==> config.mk <==
export PLATFORM = sky130hd
export DESIGN_NAME = serial_loaded_bank_mapper
export DESIGN_NICKNAME = d
export VERILOG_FILES = /design/src/design/slbm_pkg.sv /design/src/design/slbm_regs.sv /design/src/design/slbm_xlate.sv /design/src/design/serial_loaded_bank_mapper.sv
export SDC_FILE = /design/constraint.sdc
export NUM_CORES = 1
export LEC_CHECK = 0
export BUFFER_PORTS_ARGS = -buffer_cell sky130_fd_sc_hd__buf_2
export CORE_MARGIN = 2
export CORE_UTILIZATION = 35
export CTS_BUF_LIST = sky130_fd_sc_hd__clkbuf_8
export CTS_CLUSTER_SIZE = 20
export DETAILED_ROUTE_END_ITERATION = 6
export GPL_ROUTABILITY_DRIVEN = 0
export MAX_ROUTING_LAYER = met4
export PLACE_DENSITY = 0.64
export REMOVE_ABC_BUFFERS = 1
export SLEW_MARGIN = 20
export SYNTH_ARGS = -nofsm -noshare
export SYNTH_HDL_FRONTEND = slang
export SYNTH_SLANG_ARGS = --single-unit
==> constraint.sdc <==
create_clock -name clock -period 3 [get_ports clock]
set_clock_uncertainty 0.2 [all_clocks]
set_input_delay 0.15 -clock clock [delete_from_list [all_inputs] [get_ports clock]]
set_output_delay 0.15 -clock clock [all_outputs]
set_load 0.005 [all_outputs]
==> src/design/slbm_pkg.sv <==
// ----------------------------------------------------------------------------
// slbm_pkg: shared types and constants for the serial loaded bank mapper
// Bus operation codes, result targets, payload structs and mapper state.
// ----------------------------------------------------------------------------
package slbm_pkg;

   // Default address widths of program ROM and pattern memory
   localparam int PRG_ADDR_BITS_DEFAULT = 18;
   localparam int CHR_ADDR_BITS_DEFAULT = 17;

   // Field widths
   localparam int ADDRESS_WIDTH = 16;
   localparam int DATA_WIDTH    = 8;
   localparam int MAPPED_WIDTH  = 18;
   localparam int COUNT_WIDTH   = 5;
   localparam int SERIAL_WIDTH  = 5;
   localparam int BANK_WIDTH    = 4;
   localparam int CSR_IDX_WIDTH = 4;

   // Serial register value with only the end marker set
   localparam logic [SERIAL_WIDTH-1:0] SERIAL_EMPTY = 5'h10;
   // Control reset value: 16 KB program banks, high window fixed
   localparam logic [SERIAL_WIDTH-1:0] CONTROL_RESET = 5'h0C;

   // Configuration register indexes
   localparam logic [CSR_IDX_WIDTH-1:0] CSR_PRG_BANK_COUNT = 4'd0;
   localparam logic [CSR_IDX_WIDTH-1:0] CSR_CHR_BANK_COUNT = 4'd1;

   // Commit destination, selected by address bits 14..13
   typedef enum logic [1:0] {
      DEST_CONTROL   = 2'd0,
      DEST_CHR_LOW   = 2'd1,
      DEST_CHR_HIGH  = 2'd2,
      DEST_PRG_BANK  = 2'd3
   } dest_type;

   typedef enum logic [1:0] {
      OP_CPU_READ  = 2'd0,
      OP_CPU_WRITE = 2'd1,
      OP_PPU_READ  = 2'd2,
      OP_PPU_WRITE = 2'd3
   } op_type;

   typedef enum logic [1:0] {
      TARGET_NONE        = 2'd0,
      TARGET_PROGRAM_ROM = 2'd1,
      TARGET_PATTERN_ROM = 2'd2,
      TARGET_PATTERN_RAM = 2'd3
   } target_type;

   typedef struct packed {
      op_type                   op;
      logic [ADDRESS_WIDTH-1:0] address;
      logic [DATA_WIDTH-1:0]    write_data;
   } req_payload_type;

   typedef struct packed {
      target_type              target;
      logic [MAPPED_WIDTH-1:0] mapped_address;
      logic                    write_enable;
      logic [DATA_WIDTH-1:0]   write_byte;
   } rsp_payload_type;

   // Bank registers and configuration seen by the translation logic
   typedef struct packed {
      logic [SERIAL_WIDTH-1:0] mode_control;
      logic [SERIAL_WIDTH-1:0] pattern_bank_low;
      logic [SERIAL_WIDTH-1:0] pattern_bank_high;
      logic [BANK_WIDTH-1:0]   program_bank;
      logic [COUNT_WIDTH-1:0]  prg_bank_count;
      logic [COUNT_WIDTH-1:0]  chr_bank_count;
   } mapper_state_type;

endpackage

==> src/design/slbm_regs.sv <==
// ----------------------------------------------------------------------------
// slbm_regs: serial load register, bank registers and configuration
// Takes one CPU write per committed transaction into the five-bit serial
// register and commits the fifth bit to the register picked by the address.
// ----------------------------------------------------------------------------
module slbm_regs
   import slbm_pkg::*;
(
   input  logic                     clock,
   input  logic                     reset,
   // Transaction leaving the input stage this cycle
   input  logic                     commit,
   input  req_payload_type          item,
   // Configuration writes
   input  logic                     csr_write,
   input  logic [CSR_IDX_WIDTH-1:0] csr_index,
   input  logic [COUNT_WIDTH-1:0]   csr_wdata,
   output mapper_state_type         state
);

   logic [SERIAL_WIDTH-1:0] shift_ff, shift_in;
   logic [SERIAL_WIDTH-1:0] control_ff, control_in;
   logic [SERIAL_WIDTH-1:0] chr_low_ff, chr_low_in;
   logic [SERIAL_WIDTH-1:0] chr_high_ff, chr_high_in;
   logic [BANK_WIDTH-1:0]   prg_bank_ff, prg_bank_in;
   logic [COUNT_WIDTH-1:0]  prg_count_ff, prg_count_in;
   logic [COUNT_WIDTH-1:0]  chr_count_ff, chr_count_in;
   logic [SERIAL_WIDTH-1:0] shifted;
   logic                    reg_write;
   dest_type                dest;

   assign reg_write = commit && (item.op == OP_CPU_WRITE) && item.address[15];
   assign shifted   = {item.write_data[0], shift_ff[SERIAL_WIDTH-1:1]};
   assign dest      = dest_type'(item.address[14:13]);

   // Serial load and commit
   always_comb begin
      shift_in    = shift_ff;
      control_in  = control_ff;
      chr_low_in  = chr_low_ff;
      chr_high_in = chr_high_ff;
      prg_bank_in = prg_bank_ff;
      if (reg_write) begin
         if (item.write_data[7]) begin
            shift_in   = SERIAL_EMPTY;
            control_in = control_ff | CONTROL_RESET;
         end else if (!shift_ff[0]) begin
            shift_in = shifted;
         end else begin
            shift_in = SERIAL_EMPTY;
            case (dest)
               DEST_CONTROL:  control_in  = shifted;
               DEST_CHR_LOW:  chr_low_in  = shifted;
               DEST_CHR_HIGH: chr_high_in = shifted;
               default:       prg_bank_in = shifted[BANK_WIDTH-1:0];
            endcase
         end
      end
   end

   // Configuration registers
   always_comb begin
      prg_count_in = prg_count_ff;
      chr_count_in = chr_count_ff;
      if (csr_write) begin
         case (csr_index)
            CSR_PRG_BANK_COUNT: prg_count_in = csr_wdata;
            CSR_CHR_BANK_COUNT: chr_count_in = csr_wdata;
            default: ;
         endcase
      end
   end

   always_ff @(posedge clock) begin
      if (reset) begin
         shift_ff     <= SERIAL_EMPTY;
         control_ff   <= CONTROL_RESET;
         chr_low_ff   <= '0;
         chr_high_ff  <= '0;
         prg_bank_ff  <= '0;
         prg_count_ff <= COUNT_WIDTH'(1);
         chr_count_ff <= '0;
      end else begin
         shift_ff     <= shift_in;
         control_ff   <= control_in;
         chr_low_ff   <= chr_low_in;
         chr_high_ff  <= chr_high_in;
         prg_bank_ff  <= prg_bank_in;
         prg_count_ff <= prg_count_in;
         chr_count_ff <= chr_count_in;
      end
   end

   assign state.mode_control      = control_ff;
   assign state.pattern_bank_low  = chr_low_ff;
   assign state.pattern_bank_high = chr_high_ff;
   assign state.program_bank      = prg_bank_ff;
   assign state.prg_bank_count    = prg_count_ff;
   assign state.chr_bank_count    = chr_count_ff;

endmodule

==> src/design/slbm_xlate.sv <==
// ----------------------------------------------------------------------------
// slbm_xlate: address translation
// Maps one bus transaction to its target memory and byte offset using the
// current bank registers.
// ----------------------------------------------------------------------------
module slbm_xlate
   import slbm_pkg::*;
#(
   parameter int PRG_ADDR_BITS = PRG_ADDR_BITS_DEFAULT,
   parameter int CHR_ADDR_BITS = CHR_ADDR_BITS_DEFAULT
)
(
   input  req_payload_type  item,
   input  mapper_state_type state,
   output rsp_payload_type  result
);

   logic [17:0]              prg_full;
   logic [16:0]              chr_full;
   logic [BANK_WIDTH-1:0]    prg_sel;
   logic [SERIAL_WIDTH-1:0]  chr_sel;
   logic [COUNT_WIDTH-1:0]   last_bank;
   logic [PRG_ADDR_BITS-1:0] prg_off;
   logic [CHR_ADDR_BITS-1:0] chr_off;
   logic [12:0]              ram_off;
   logic                     chr_ram;

   assign last_bank = state.prg_bank_count - COUNT_WIDTH'(1);
   assign chr_ram   = (state.chr_bank_count == '0);
   assign ram_off   = item.address[12:0];

   // Program window: 32 KB, or 16 KB with the low or high half fixed
   always_comb begin
      prg_sel = state.program_bank;
      if (!state.mode_control[3]) begin
         prg_full = {state.program_bank[3:1], item.address[14:0]};
      end else begin
         if (!state.mode_control[2] && !item.address[14]) begin
            prg_sel = '0;
         end else if (state.mode_control[2] && item.address[14]) begin
            prg_sel = last_bank[BANK_WIDTH-1:0];
         end
         prg_full = {prg_sel, item.address[13:0]};
      end
   end

   // Pattern window: one 8 KB bank or two 4 KB banks
   always_comb begin
      chr_sel = item.address[12] ? state.pattern_bank_high : state.pattern_bank_low;
      if (!state.mode_control[4]) begin
         chr_full = {state.pattern_bank_low[4:1], item.address[12:0]};
      end else begin
         chr_full = {chr_sel, item.address[11:0]};
      end
   end

   assign prg_off = prg_full[PRG_ADDR_BITS-1:0];
   assign chr_off = chr_full[CHR_ADDR_BITS-1:0];

   // Result selection by operation
   always_comb begin
      result.target         = TARGET_NONE;
      result.mapped_address = '0;
      result.write_enable   = 1'b0;
      result.write_byte     = '0;
      case (item.op)
         OP_CPU_READ: begin
            if (item.address[15]) begin
               result.target         = TARGET_PROGRAM_ROM;
               result.mapped_address = MAPPED_WIDTH'(prg_off);
            end
         end
         OP_PPU_READ: begin
            if (chr_ram) begin
               result.target         = TARGET_PATTERN_RAM;
               result.mapped_address = MAPPED_WIDTH'(ram_off);
            end else begin
               result.target         = TARGET_PATTERN_ROM;
               result.mapped_address = MAPPED_WIDTH'(chr_off);
            end
         end
         OP_PPU_WRITE: begin
            if (chr_ram) begin
               result.target         = TARGET_PATTERN_RAM;
               result.mapped_address = MAPPED_WIDTH'(ram_off);
               result.write_enable   = 1'b1;
               result.write_byte     = item.write_data;
            end
         end
         default: ;
      endcase
   end

endmodule

==> src/design/serial_loaded_bank_mapper.sv <==
// ----------------------------------------------------------------------------
// serial_loaded_bank_mapper: cartridge bank mapper top level
// Input register, bank register file, translation logic, result register.
// ----------------------------------------------------------------------------
// One bus transaction is accepted every clock unless the request side is
// stalled. A transaction lands in the input register, is translated
// against the current bank registers and is written to the result register
// once that register is empty or its result is being taken. The result
// register drives the response port, where the result can be taken while
// the result side is not stalled. While the result side stalls, the block
// holds two transactions and then stalls the request side. A CPU write
// updates the serial register as it moves into the result register, so the
// next transaction already sees the new bank setup. Configuration writes
// are always ready and are meant to be issued only while the block is idle.
module serial_loaded_bank_mapper
   import slbm_pkg::*;
#(
   parameter int PRG_ADDR_BITS = PRG_ADDR_BITS_DEFAULT,
   parameter int CHR_ADDR_BITS = CHR_ADDR_BITS_DEFAULT
)
(
   input  logic                     clock,
   input  logic                     reset,
   // Request channel
   input  logic                     req_valid,
   output logic                     req_stall,
   input  req_payload_type          req_payload,
   // Response channel
   output logic                     rsp_valid,
   input  logic                     rsp_stall,
   output rsp_payload_type          rsp_payload,
   // Configuration write channel
   input  logic                     csr_valid,
   output logic                     csr_ready,
   input  logic [CSR_IDX_WIDTH-1:0] csr_index,
   input  logic [COUNT_WIDTH-1:0]   csr_wdata
);

   logic             in_valid_ff, in_valid_in;
   req_payload_type  in_payload_ff;
   logic             out_valid_ff, out_valid_in;
   rsp_payload_type  out_payload_ff;
   logic             out_load;
   logic             req_accept;
   mapper_state_type state;
   rsp_payload_type  result;

   // Stage handshake
   assign out_load   = in_valid_ff && (!out_valid_ff || !rsp_stall);
   assign req_stall  = in_valid_ff && !out_load;
   assign req_accept = req_valid && !req_stall;
   assign csr_ready  = 1'b1;

   always_comb begin
      in_valid_in = in_valid_ff;
      if (req_accept) begin
         in_valid_in = 1'b1;
      end else if (out_load) begin
         in_valid_in = 1'b0;
      end
   end

   always_comb begin
      out_valid_in = out_valid_ff;
      if (out_load) begin
         out_valid_in = 1'b1;
      end else if (!rsp_stall) begin
         out_valid_in = 1'b0;
      end
   end

   always_ff @(posedge clock) begin
      if (reset) begin
         in_valid_ff  <= 1'b0;
         out_valid_ff <= 1'b0;
      end else begin
         in_valid_ff  <= in_valid_in;
         out_valid_ff <= out_valid_in;
      end
   end

   // Payload registers
   always_ff @(posedge clock) begin
      if (req_accept) begin
         in_payload_ff <= req_payload;
      end
      if (out_load) begin
         out_payload_ff <= result;
      end
   end

   slbm_regs u_regs (
      .clock     (clock),
      .reset     (reset),
      .commit    (out_load),
      .item      (in_payload_ff),
      .csr_write (csr_valid && csr_ready),
      .csr_index (csr_index),
      .csr_wdata (csr_wdata),
      .state     (state)
   );

   slbm_xlate #(
      .PRG_ADDR_BITS (PRG_ADDR_BITS),
      .CHR_ADDR_BITS (CHR_ADDR_BITS)
   ) u_xlate (
      .item   (in_payload_ff),
      .state  (state),
      .result (result)
   );

   assign rsp_valid   = out_valid_ff;
   assign rsp_payload = out_payload_ff;

`ifndef ASSERT_OFF
   // A stalled request always means a transaction is held in the input stage
   a_stall_held: assert property (@(posedge clock) disable iff (reset)
      req_stall |-> in_valid_ff)
      else $error("request stalled with empty input stage");

   // A transaction leaving the input stage shows up as a response
   a_load_valid: assert property (@(posedge clock) disable iff (reset)
      out_load |=> rsp_valid)
      else $error("loaded transaction missing on response");

   // Write strobe only toward pattern RAM
   a_we_ram: assert property (@(posedge clock) disable iff (reset)
      (rsp_valid && rsp_payload.write_enable) |->
         (rsp_payload.target == TARGET_PATTERN_RAM))
      else $error("write strobe outside pattern RAM");

   // No target means no offset and no data
   a_none_zero: assert property (@(posedge clock) disable iff (reset)
      (rsp_valid && (rsp_payload.target == TARGET_NONE)) |->
         (rsp_payload.mapped_address == '0 && rsp_payload.write_byte == '0))
      else $error("nonzero fields on untargeted response");
`endif

endmodule
After elaboration in Yosys (flattened, before gate mapping)
Index checks and enable logic that the tools add are counted.
{"block": "word_totals", "regBits": 90, "inputBits": 40, "out_inout_bits": 32, "elab_cells": 75}
{"block": "op_classes", "add_sub_neg": 1, "eq_ne": 7, "mux": 18, "bitwise": 2, "reduce_logical": 30}
{"operator": "$pmux W20 S3", "count": 1}
{"operator": "$mux W19", "count": 2}
{"operator": "$mux W29", "count": 1}
{"operator": "$mux W4", "count": 5}
{"operator": "$mux W18", "count": 1}
{"operator": "$mux W17", "count": 1}
{"operator": "$reduce_and A4 Y1", "count": 4}
{"operator": "$mux W5", "count": 3}
{"operator": "$logic_and A1 B1 Y1", "count": 7}
{"operator": "$eq A2 B2 Y1 const B", "count": 3}
{"operator": "$logic_not A1 Y1", "count": 6}
{"operator": "$reduce_and A2 Y1", "count": 3}
{"operator": "$reduce_bool A2 Y1", "count": 3}
{"operator": "$logic_not A5 Y1", "count": 1}
{"operator": "$eq A2 B1 Y1 const B", "count": 2}
{"operator": "$eq A4 B1 Y1 const B", "count": 1}
{"operator": "$logic_not A2 Y1", "count": 2}
{"operator": "$logic_not A4 Y1", "count": 1}
{"operator": "$mux W1", "count": 4}
{"operator": "$sub A4 B1 Y4 const B", "count": 1}
{"operator": "$reduce_and A3 Y1", "count": 1}
{"operator": "$reduce_or A3 Y1", "count": 1}
{"operator": "$ne A2 B1 Y1 const B", "count": 1}
{"operator": "$not A1 Y1", "count": 2}
{"operator": "$logic_or A1 B1 Y1", "count": 1}

Logic depth before layout (Yosys ltp)
Gate-level depths: netlist of the first run.
{"block": "depth", "depth_word": 8, "depth_mapped": 6, "mapped_depth_nobuf": 6}

By module
A second synthesis of the first run with hierarchy kept.
{"block": "hier_totals", "hier_cells": 302, "hier_area_um2": 3649.8}
{"module": "serial_loaded_bank_mapper", "n_inst": 1, "cells_per_inst": 67, "area_each_um2": 1749.2}
{"module": "slbm_regs", "n_inst": 1, "cells_per_inst": 167, "area_each_um2": 1417.6}
{"module": "slbm_xlate", "n_inst": 1, "cells_per_inst": 68, "area_each_um2": 483.0}

Worst setup path before layout of the first run
No wires, ideal clock.
{"block": "synth_timing", "path_kind": "register -> register", "startpoint": "register in_valid_ff", "endpoint": "register in_payload_ff[0] (netlist bit), enable pin", "setup_ps": 412, "arrival_time_ps": 1721, "required_ps": 2388, "path_slack_ps": 668, "stages_incl_launch_ff": 3, "period_less_slack_ps": 2332, "cell_sequence": "dfxtp_1 > and3_1 > nor2b_1"}
{"block": "synth_between", "elab_chain_len": 5}
{"element": "start, declared", "line": "serial_loaded_bank_mapper.sv:39", "source": "logic in_valid_ff, in_valid_in;"}
{"element": "start signal, assigned", "line": "serial_loaded_bank_mapper.sv:77", "source": "in_valid_ff <= in_valid_in;"}
{"element": "$logic_and A1 B1 Y1", "line": "serial_loaded_bank_mapper.sv:49", "source": "assign out_load = in_valid_ff && (!out_valid_ff || !rsp_stall);"}
{"element": "$logic_not A1 Y1", "line": "serial_loaded_bank_mapper.sv:50", "source": "assign req_stall = in_valid_ff && !out_load;"}
{"element": "$logic_and A1 B1 Y1 *", "line": "serial_loaded_bank_mapper.sv:50"}
{"element": "via req_stall", "line": "serial_loaded_bank_mapper.sv:26", "source": "output logic req_stall,"}
{"element": "$logic_not A1 Y1 *", "line": "serial_loaded_bank_mapper.sv:51", "source": "assign req_accept = req_valid && !req_stall;"}
{"element": "$logic_and A1 B1 Y1 *", "line": "serial_loaded_bank_mapper.sv:51"}
{"element": "end signal, assigned", "line": "serial_loaded_bank_mapper.sv:85", "source": "in_payload_ff <= req_payload;"}
{"element": "end, declared", "line": "serial_loaded_bank_mapper.sv:40", "source": "req_payload_type in_payload_ff;"}
The timed path passes the listed nets; every way through them passes the cells marked *.
A chain may end at the register's enable or synchronous reset.

==> results.txt, run 1 <==
outcome - finished, final reports clean
synth top area cells - edfxtp_1 47%, dfxtp_1 19%, mux2i_1 8.6%, nand2b_1 3.2%, nor2b_1 2.7%
Final Util - 46.3%
core area - 9730 um2
largest net degree at the start of global routing - 34
area leader, netlist - edfxtp_1
clock latency on the worst-skew pair - 0.35 ns
Die Span X - 104 um
Crit path arrival time - 2.04 ns
CTS hold repair buffers - 34
Root Driver - clkbuf_8
Netlist cell types - 41
Layout area overhead - 29.5%
Mean Syn Cell Area - 12.7 um2
DRC Markers - 0
first-pass GRT wire length - 11.8 mm
Vias - 2381
max_cap viols - 0
synthesized flop and latch total - 88
die area - 10700 um2
ANT nets after route - 0
Clock power frac - 35.1%
Starting Density - 35.7%
final hold vios - 0
Least-Margin Pin Slew - 0.959 ns
CTS clk-pin slew, worst paths - 0.09 ns
drt total wl - 7.24 mm
Synth Cell Area - 3480 um2
Main synth FF type - edfxtp_1
Die Y - 104 um
Bufs on Longest Clock Path - 2
Tmin final - 2.17 ns
initial antenna violation count - 0
Tot GR Track Use - 14.2%
leakage - 1.83 nW
Fillers - 926
post-synthesis sequential area ratio - 66.5%
EDFF count, synth - 55
Net Sw Frac - 22.7%
nets - 420
min-delay worst type - in -> reg
DR WL/cell - 14.0 um
1st-iter DRT viols - 179
YS warnings - 0
port bufs - 70
n_diodes - 0
top cell type's share of synthesized area - 47.5%
post-synthesis cell count - 273
Setup-failing EPs final - 0
cell row count - 36
number of vias per cell - 4.61
register share of total power - 57.8%
vias in the first global route - 2414
post-cts gate resize count - 0
Peak VDD IR - 249 uV
CP Class - reg -> reg
Slew Limit Fails - 0
Period Utilization, post-route - 72.2%
CP Launch Type - flip-flop
Int Pwr - 1.81 mW
io pins - 72
crit-path max FO - 12
Detailed Routing Iterations Pass 1 - 4
fraction of layout cells with a size suffix above 1 - 24.2%
Post-synth ARST share - 0%
Post-CTS Setup Inserts - 0
total grt overflow - 0
setup_tns - 0 ns
post-DP HPWL - 4.91 mm
Switch Pwr - 0.533 mW
Worst EP required - 2.88 ns
Slew headroom - 36.0%
RSZ-0062 raised after global routing - no
H-tree depth - 3
CTS Buf Count - 9
clock sinks - 88
CTS tree - built
Max Freq - 0.462 GHz
pwr/cell area - 521 nW/um2
CP endpoint kind - flip-flop
combinational share of power - 7.1%
==> cells in the mapped netlist, types with 2 or more instances <==
library cell	n
mux2i_1	30
and3_1	3
a21oi_1	9
nand2b_1	18
dfxtp_1	33
nand3_1	8
buf_2	2
nor2b_1	15
inv_1	5
clkbuf_1	6
o31ai_1	2
nand2_1	19
nor3_1	3
o21ai_0	8
edfxtp_1	55
nand3b_1	2
nor4_1	2
and2_1	10
nor2_1	19
or3_1	2
buf_4	2
==> per-layer routing <==
| metal | GRT usage [%] | routed length [um] |
|---|---|---|
| met1 | 18.1 | 3300 |
| met2 | 22.6 | 3400 |
| met3 | 2.45 | 372 |
| met4 | 5.89 | 167 |
| met5 | - | 0 |
==> registers in the layout (all words and copies together) (netlist names) <==
register             cells
u_regs.chr_high_ff       5
in_valid_ff              1
u_regs.chr_count_ff      5
in_payload_ff           26
rsp_payload             29
u_regs.control_ff        3
u_regs.chr_low_ff        5
u_regs.prg_bank_ff       4
rsp_valid                1
u_regs.prg_count_ff      4
u_regs.shift_ff          5
==> cell usage in the layout (no fill, tap or decap), types with 5 or more instances in the layout <==
cell type and n:
and2_1 10, nor2_1 19, inv_1 5, mux2i_1 30, o21ai_0 8, a21oi_1 9, dlygate4sd3_1 34, nand3_1 8
dfxtp_1 33, clkbuf_8 9, nand2b_1 18, nand2_1 19, nor2b_1 14, buf_2 70, edfxtp_1 55
==> final cells by class <==
type / instances / area (um2) / share of cell area (%)
Inverter: 5 / 18.8 / 0.417
Tap cell: 133 / 166 / 3.70
Timing Repair Buffer: 106 / 706 / 15.7
Clock buffer: 9 / 124 / 2.75
Clock inverter: 7 / 77.6 / 1.72
Multi-Input combinational cell: 169 / 1100 / 24.4
Sequential cell: 88 / 2310 / 51.4
==> logic make-up (layout without fill, tap and decap cells) <==
family | Yosys count | in the layout | share of synthesized area [%]
simple gates | 109 | 109 | 17.3
flops | 88 | 88 | 66.5
mux | 30 | 30 | 8.64
compound gates | 26 | 26 | 4.61
buf+inv | 16 | 127 | 2.01
xor+xnor | 2 | 2 | 0.504
fa+ha+maj | 1 | 1 | 0.360
other cells | 1 | 1 | 0.108
==> worst max-delay path, stage by stage (launching register included) <==
cell	delay [ns]
edfxtp_1	0.54
o21ba_2	0.28
a21oi_1	0.74
nor2b_1	0.13
==> metrics by stage <==
step | worst slack, ns | instances | cell area, um2 | hold WS, ns | total power [mW]
floorplan | 0.668 | 262 | 3430 | 0.0191 | 1.44
global placement | 0.958 | 467 | 3960 | 0.128 | 1.51
detailed placement | 0.871 | 467 | 3960 | 0.129 | 1.52
CTS | 0.863 | 517 | 4500 | 0.0517 | 2.37
global route | 0.723 | 517 | 4500 | 0.0991 | 2.44
finish | 0.834 | 517 | 4500 | 0.0554 | 2.35
==> power groups by stage <==
stage | logic [mW] | clock network, mW | registers [mW]
3_3_place_gp | 0.130 | 0 | 1.38
4_1_cts | 0.167 | 0.845 | 1.36
6_report | 0.166 | 0.825 | 1.36
2_1_floorplan | 0.0581 | 0 | 1.38
5_1_grt | 0.183 | 0.894 | 1.36
3_5_place_dp | 0.133 | 0 | 1.38
==> final timing paths <==
check,from,to,slack [ns],cells past startpoint
setup / recovery,in_payload_ff[25],rsp_payload[11],0.83,3
hold / removal,reset,rsp_valid,0.06,2
setup reg to reg,in_payload_ff[25],rsp_payload[11],0.83,3
hold reg to reg,u_regs.chr_low_ff[4],u_regs.chr_low_ff[4],0.27,2
Power figures use the tool's default switching activity.
==> run 2: changes to the inputs <==
==> constraint.sdc (replaced) <==
create_clock -name clock -period 2.09 [get_ports clock]
set_clock_uncertainty 0.2 [all_clocks]
set_input_delay 0.1045 -clock clock [delete_from_list [all_inputs] [get_ports clock]]
set_output_delay 0.1045 -clock clock [all_outputs]
set_load 0.005 [all_outputs]
==> results.txt, run 2 (synthesis gave the netlist of run 1 again) <==
total power - 3.18 mW (+35%)
DR WL/cell - 13.6 um (-3.0%)
n_diodes - 0 (unchanged)
io pins - 72 (unchanged)
Peak VDD IR - 345 uV (+38%)
Final Util - 46.6% (+0.36 points)
leakage - 1.86 nW (+1.3%)
RSZ-0062 raised after global routing - no
nets - 428 (+1.9%)
most frequent cells in the layout - 70 x buf_2, 55 x edfxtp_1, 37 x dlygate4sd3_1, 33 x dfxtp_1, 30 x mux2i_1
worst path buffer plus inverter count - 0 (unchanged)
Tmin final - 1.87 ns (-0.293 ns)
R2R cell count - 4 (+1)
H-tree depth - 3 (unchanged)
post-DP HPWL - 5.13 mm (+4.5%)
Slew Limit Fails - 0 (unchanged)
internal reg-to-reg setup slack - 0.22 ns (-0.62 ns)
Bufs on Longest Clock Path - 2 (unchanged)
final hold vios - 0 (unchanged)
vias in the first global route - 2405 (-0.37%)
pwr/cell area - 700 nW/um2 (+34%)
Place WS - 0.0589 ns (-0.813 ns)
min-delay worst type - in -> reg
CP endpoint kind - flip-flop
CP Launch Type - flip-flop
number of vias per cell - 4.56 (-1.0%)
RR Startpoint - u_regs.chr_count_ff[0]
Crit path arrival time - 1.89 ns (-0.15 ns)
Die Span X - 104 um (unchanged)
CP Class - reg -> reg
Period Utilization, post-route - 89.6% (+17 points)
DRC Markers - 0 (unchanged)
Slew headroom - 63.6% (+28 points)
WHS Path Cells - 4 (+2)
Starting Density - 35.7% (unchanged)
ANT nets after route - 0 (unchanged)
Layout area overhead - 30.5%
fraction of layout cells with a size suffix above 1 - 25.3% (+1.0 points)
port bufs - 70 (unchanged)
hold wc startpoint - csr_index[1]
clock sinks - 88 (unchanged)
Root Driver - clkbuf_8
Worst EP required - 2.10 ns (-0.78 ns)
clock latency on the worst-skew pair - 0.34 ns (about the same)
CP Cell Sequence - or4_4 > nor2_4 > and3_2 > and2_1
max_cap viols - 0 (unchanged)
RR Endpoint - rsp_payload[0]
die area - 10700 um2 (unchanged)
CTS clk-pin slew, worst paths - 0.08 ns (about the same)
Setup-failing EPs final - 0 (unchanged)
total grt overflow - 0 (unchanged)
Tot GR Track Use - 14.1% (-0.17 points)
Worst path slowest cell - or4_4
critical path depth in cells - 4 (+1)
most common cell after layout, fill and taps aside - buf_2
fin worst setup slack - 0.217 ns (-0.617 ns)
Max Freq - 0.534 GHz (+16%)
Least-Margin Pin Slew - 0.547 ns (-0.413 ns)
first-pass GRT wire length - 11.7 mm (-0.41%)
outcome - finished, final reports clean
largest net degree at the start of global routing - 30 (-12%)
core area - 9730 um2 (unchanged)
max FFs per register - 29 (unchanged)
1st-iter DRT viols - 92 (-49%)
Detailed Routing Iterations Pass 1 - 6 (+2)
crit-path max FO - 9 (-3)
cell row count - 36 (unchanged)
Die Y - 104 um (unchanged)
CTS Buf Count - 9 (unchanged)
setup_tns - 0 ns (unchanged)
Largest delay share family, worst path - simple AND/OR/NAND/NOR gates
Post-CTS Setup Inserts - 0 (unchanged)
Hold Path End - u_regs.prg_count_ff[0]
Slowest Stage Delay on Critical Path - 0.57 ns (-0.17 ns)
CTS tree - built
worst hold slack - 0.0905 ns (+0.0351 ns)
initial antenna violation count - 0 (unchanged)
drt total wl - 7.13 mm (-1.5%)
Vias - 2393 (+0.50%)
-- run 2: changes by cell type in the layout (fill, tap and decap cells not counted) --
cell           delta
clkinv_2          +3
and3_2            +1
dlygate4sd3_1     +3
buf_4             +5
a21oi_1           -1
inv_1             +1
clkinv_4          -1
bufinv_16         -1
and3_1            -1
a21oi_2           +1
inv_6             -2
-- run 2: worst max path at each step --
stage | end | from
after floorplan | in_payload_ff[0] | in_valid_ff
after global placement | rsp_payload[18] | in_payload_ff[23]
after detailed placement | rsp_payload[16] | in_payload_ff[23]
after CTS | rsp_payload[14] | in_payload_ff[25]
after global routing | rsp_payload[0] | u_regs.chr_count_ff[0]
final | rsp_payload[0] | u_regs.chr_count_ff[0]
-- run 2: layout make-up --
cell class	instances	area [um2]
timing repair buffer	114	773
clock buffer	9	124
multi-input combinational	169	1100
sequential	88	2310
inverter	5	18.8
tap	133	166
clock inverter	7	40.0
fill	919	5190
-- run 2: layer usage --
| layer | up-vias | part of all wire [%] | global-route usage, % |
|---|---|---|---|
| met3 | 8 | 4.9 | 4.47 |
| li1 | 1201 | - | - |
| met4 | 0 | 0.76 | 2.70 |
| met5 | - | 0 | - |
| met2 | 65 | 48 | 22.6 |
| met1 | 1119 | 46 | 17.7 |
-- run 2: stage by stage --
step,cell area (um2),std cells
floorplan,3430,262
global placement,4000,472
detailed placement,4000,472
CTS,4530,525
global route,4540,525
finish,4540,525
-- run 2: where the power goes --
| group | switching (mW) | total, mW | internal, mW | leakage [nW] |
|---|---|---|---|---|
| Combinational | 0.121 | 0.255 | 0.135 | 0.970 |
| Sequential | 0.0258 | 1.94 | 1.92 | 0.796 |
| Clock | 0.560 | 0.980 | 0.421 | 0.0899 |
| Total | 0.706 | 3.18 | 2.47 | 1.86 |
-- run 2: worst register-to-register path: stages (launching register included) --
cell	delay (ns)
dfxtp_1	0.32
or4_4	0.57
nor2_4	0.19
and3_2	0.31
and2_1	0.15
-- run 2: what timing repair did --
action,4_1_cts,5_1_grt
setup endpoints to repair,0,12
hold endpoints to repair,41,0
hold buffers,37,0
resized for setup,0,2
==> run 3: changes to the inputs <==
--- a/config.mk
+++ b/config.mk
@@ -7,14 +7,15 @@
 export LEC_CHECK = 0
 export BUFFER_PORTS_ARGS = -buffer_cell sky130_fd_sc_hd__buf_2
 export CORE_MARGIN = 2
-export CORE_UTILIZATION = 35
+export CORE_UTILIZATION = 56
 export CTS_BUF_LIST = sky130_fd_sc_hd__clkbuf_8
 export CTS_CLUSTER_SIZE = 20
 export DETAILED_ROUTE_END_ITERATION = 6
 export GPL_ROUTABILITY_DRIVEN = 0
 export MAX_ROUTING_LAYER = met4
-export PLACE_DENSITY = 0.64
+export PLACE_DENSITY = 0.9
 export REMOVE_ABC_BUFFERS = 1
+export SETUP_SLACK_MARGIN = 0.1
 export SLEW_MARGIN = 20
 export SYNTH_ARGS = -nofsm -noshare
 export SYNTH_HDL_FRONTEND = slang
==> results.txt, run 3 (synthesis gave the netlist of run 1 again) <==
core area - 5960 um2 (-39%)
internal reg-to-reg setup slack - 0.19 ns (-0.02 ns)
1st-iter DRT viols - 209 (+130%)
cell row count - 28 (-22%)
max FFs per register - 29 (unchanged)
RSZ-0062 raised after global routing - no
largest net degree at the start of global routing - 30 (unchanged)
Worst Setup SP - u_regs.chr_count_ff[0]
WHS Path Cells - 4 (unchanged)
Vias - 2553 (+6.7%)
number of vias per cell - 5.46 (+20%)
Least-Margin Pin Slew - 0.558 ns (+0.0110 ns)
CTS tree - built
Starting Density - 58.4% (+23 points)
nets - 429 (+0.23%)
DRC Markers - 0 (unchanged)
most frequent cells in the layout - 70 x buf_2, 55 x edfxtp_1, 39 x dlygate4sd3_1, 33 x dfxtp_1, 30 x mux2i_1
fin cells - 468 (-11%)
pwr/cell area - 750 nW/um2 (+7.2%)
n_diodes - 0 (unchanged)
R2R cell count - 4 (unchanged)
most common cell after layout, fill and taps aside - buf_2
Slew headroom - 62.8% (-0.74 points)
H-tree depth - 3 (unchanged)
Tmin final - 1.90 ns (+0.0237 ns)
Layout area overhead - 29.7%
final hold vios - 0 (unchanged)
total grt overflow - 0 (unchanged)
Slew Limit Fails - 0 (unchanged)
port bufs - 70 (unchanged)
RR Endpoint - rsp_payload[2]
Peak VDD IR - 572 uV (+66%)
DP Cell Count - 413 (-13%)
Detailed Routing Iterations Pass 1 - 4 (-2)
Setup-failing EPs final - 0 (unchanged)
Hold Path End - u_regs.prg_count_ff[0]
post-DP HPWL - 4.97 mm (-3.1%)
worst hold slack - 0.0384 ns (-0.0521 ns)
CTS Buf Count - 9 (unchanged)
max_cap viols - 0 (unchanged)
first-pass GRT wire length - 12.1 mm (+3.5%)
Max Freq - 0.527 GHz (-1.2%)
clock sinks - 88 (unchanged)
total power - 3.38 mW (+6.5%)
clock latency on the worst-skew pair - 0.38 ns (+0.04 ns)
die area - 6860 um2 (-36%)
Tot GR Track Use - 26.1% (+12 points)
outcome - finished, final reports clean
Die Span X - 82.8 um (-20%)
RR Startpoint - u_regs.chr_count_ff[0]
CP Launch Type - flip-flop
Root Driver - clkbuf_8
io pins - 72 (unchanged)
hold wc startpoint - csr_index[3]
initial antenna violation count - 0 (unchanged)
CP Class - reg -> reg
Worst EP required - 2.14 ns (+0.04 ns)
fraction of layout cells with a size suffix above 1 - 25.4% (+0.19 points)
Period Utilization, post-route - 90.7% (+1.1 points)
min-delay worst type - in -> reg
Crit path arrival time - 1.94 ns (+0.05 ns)
Bufs on Longest Clock Path - 2 (unchanged)
drt total wl - 8.28 mm (+16%)
leakage - 1.87 nW (+0.50%)
CP endpoint kind - flip-flop
Die Y - 82.8 um (-20%)
crit-path max FO - 9 (unchanged)
DR WL/cell - 17.7 um (+30%)
CTS clk-pin slew, worst paths - 0.10 ns (+0.02 ns)
ANT nets after route - 0 (unchanged)
vias in the first global route - 2487 (+3.4%)
==> run 3: cell count changes in the layout (fill, tap and decap cells not counted) <==
cell,before,now
dlygate4sd3_1,37,39
inv_8,0,4
inv_1,6,5
buf_4,7,6
nor2b_2,1,2
clkinv_2,4,0
nor2b_1,14,13
inv_6,0,1
==> run 3: cell type report <==
class                           count  area (um2)
Tap cell                           75        93.8
Fill cell                         379        1450
Inverter                            5        18.8
Clock inverter                      7        70.1
Multi-Input combinational cell    169        1100
Sequential cell                    88        2310
Timing Repair Buffer              115         786
Clock buffer                        9         124
==> run 3: worst max path at each step <==
| stage | to | slack, ns | depth (start not counted) |
|---|---|---|---|
| floorplan | in_payload_ff[0] | -0.24 | 2 |
| finish | rsp_payload[2] | 0.19 | 4 |
| detailed placement | rsp_payload[12] | 0.12 | 3 |
| global route | rsp_payload[2] | 0.12 | 4 |
| CTS | rsp_payload[2] | 0.12 | 4 |
| global placement | rsp_payload[11] | 0.21 | 3 |
==> run 3: stage by stage <==
stage	instance area (um2)	util, %	setup WS [ns]	setup TNS [ns]
2_1_floorplan	3430	-	-0.242	-6.30
3_3_place_gp	3920	65.8	0.209	0
3_5_place_dp	3920	65.8	0.125	0
4_1_cts	4510	75.7	0.117	0
5_1_grt	4510	75.7	0.121	0
6_report	4510	75.7	0.193	0
==> run 3: report_power, final <==
| group | internal, mW | switching (mW) | total (mW) |
|---|---|---|---|
| logic | 0.136 | 0.126 | 0.261 |
| clock network | 0.471 | 0.703 | 1.17 |
| registers | 1.92 | 0.0326 | 1.95 |
| total | 2.52 | 0.861 | 3.38 |
==> run 3: routing by layer <==
metal	vias up	global-route usage [%]	wire (um)	share of wire, %
li1	1209	-	-	-
met1	1181	27.7	2990	36
met2	126	44.8	4330	52
met3	37	5.74	619	7.5
met4	0	15.4	334	4.0
met5	-	-	0	0
==> run 3: worst max-delay path: stages, from the launching register on <==
cell and delay (ns):
dfxtp_1 0.33, or4_4 0.58, nor2_4 0.20, and3_2 0.30, and2_1 0.16
==> run 3: timing repair <==
| action | 4_1_cts | 5_1_grt |
|---|---|---|
| hold buffers | 39 | 0 |
| setup endpoints to repair | 12 | 9 |
| pin swaps | 0 | 0 |
| gates resized for setup | 1 | 2 |
| hold endpoints to repair | 41 | 0 |
| buffers inserted | 0 | 0 |
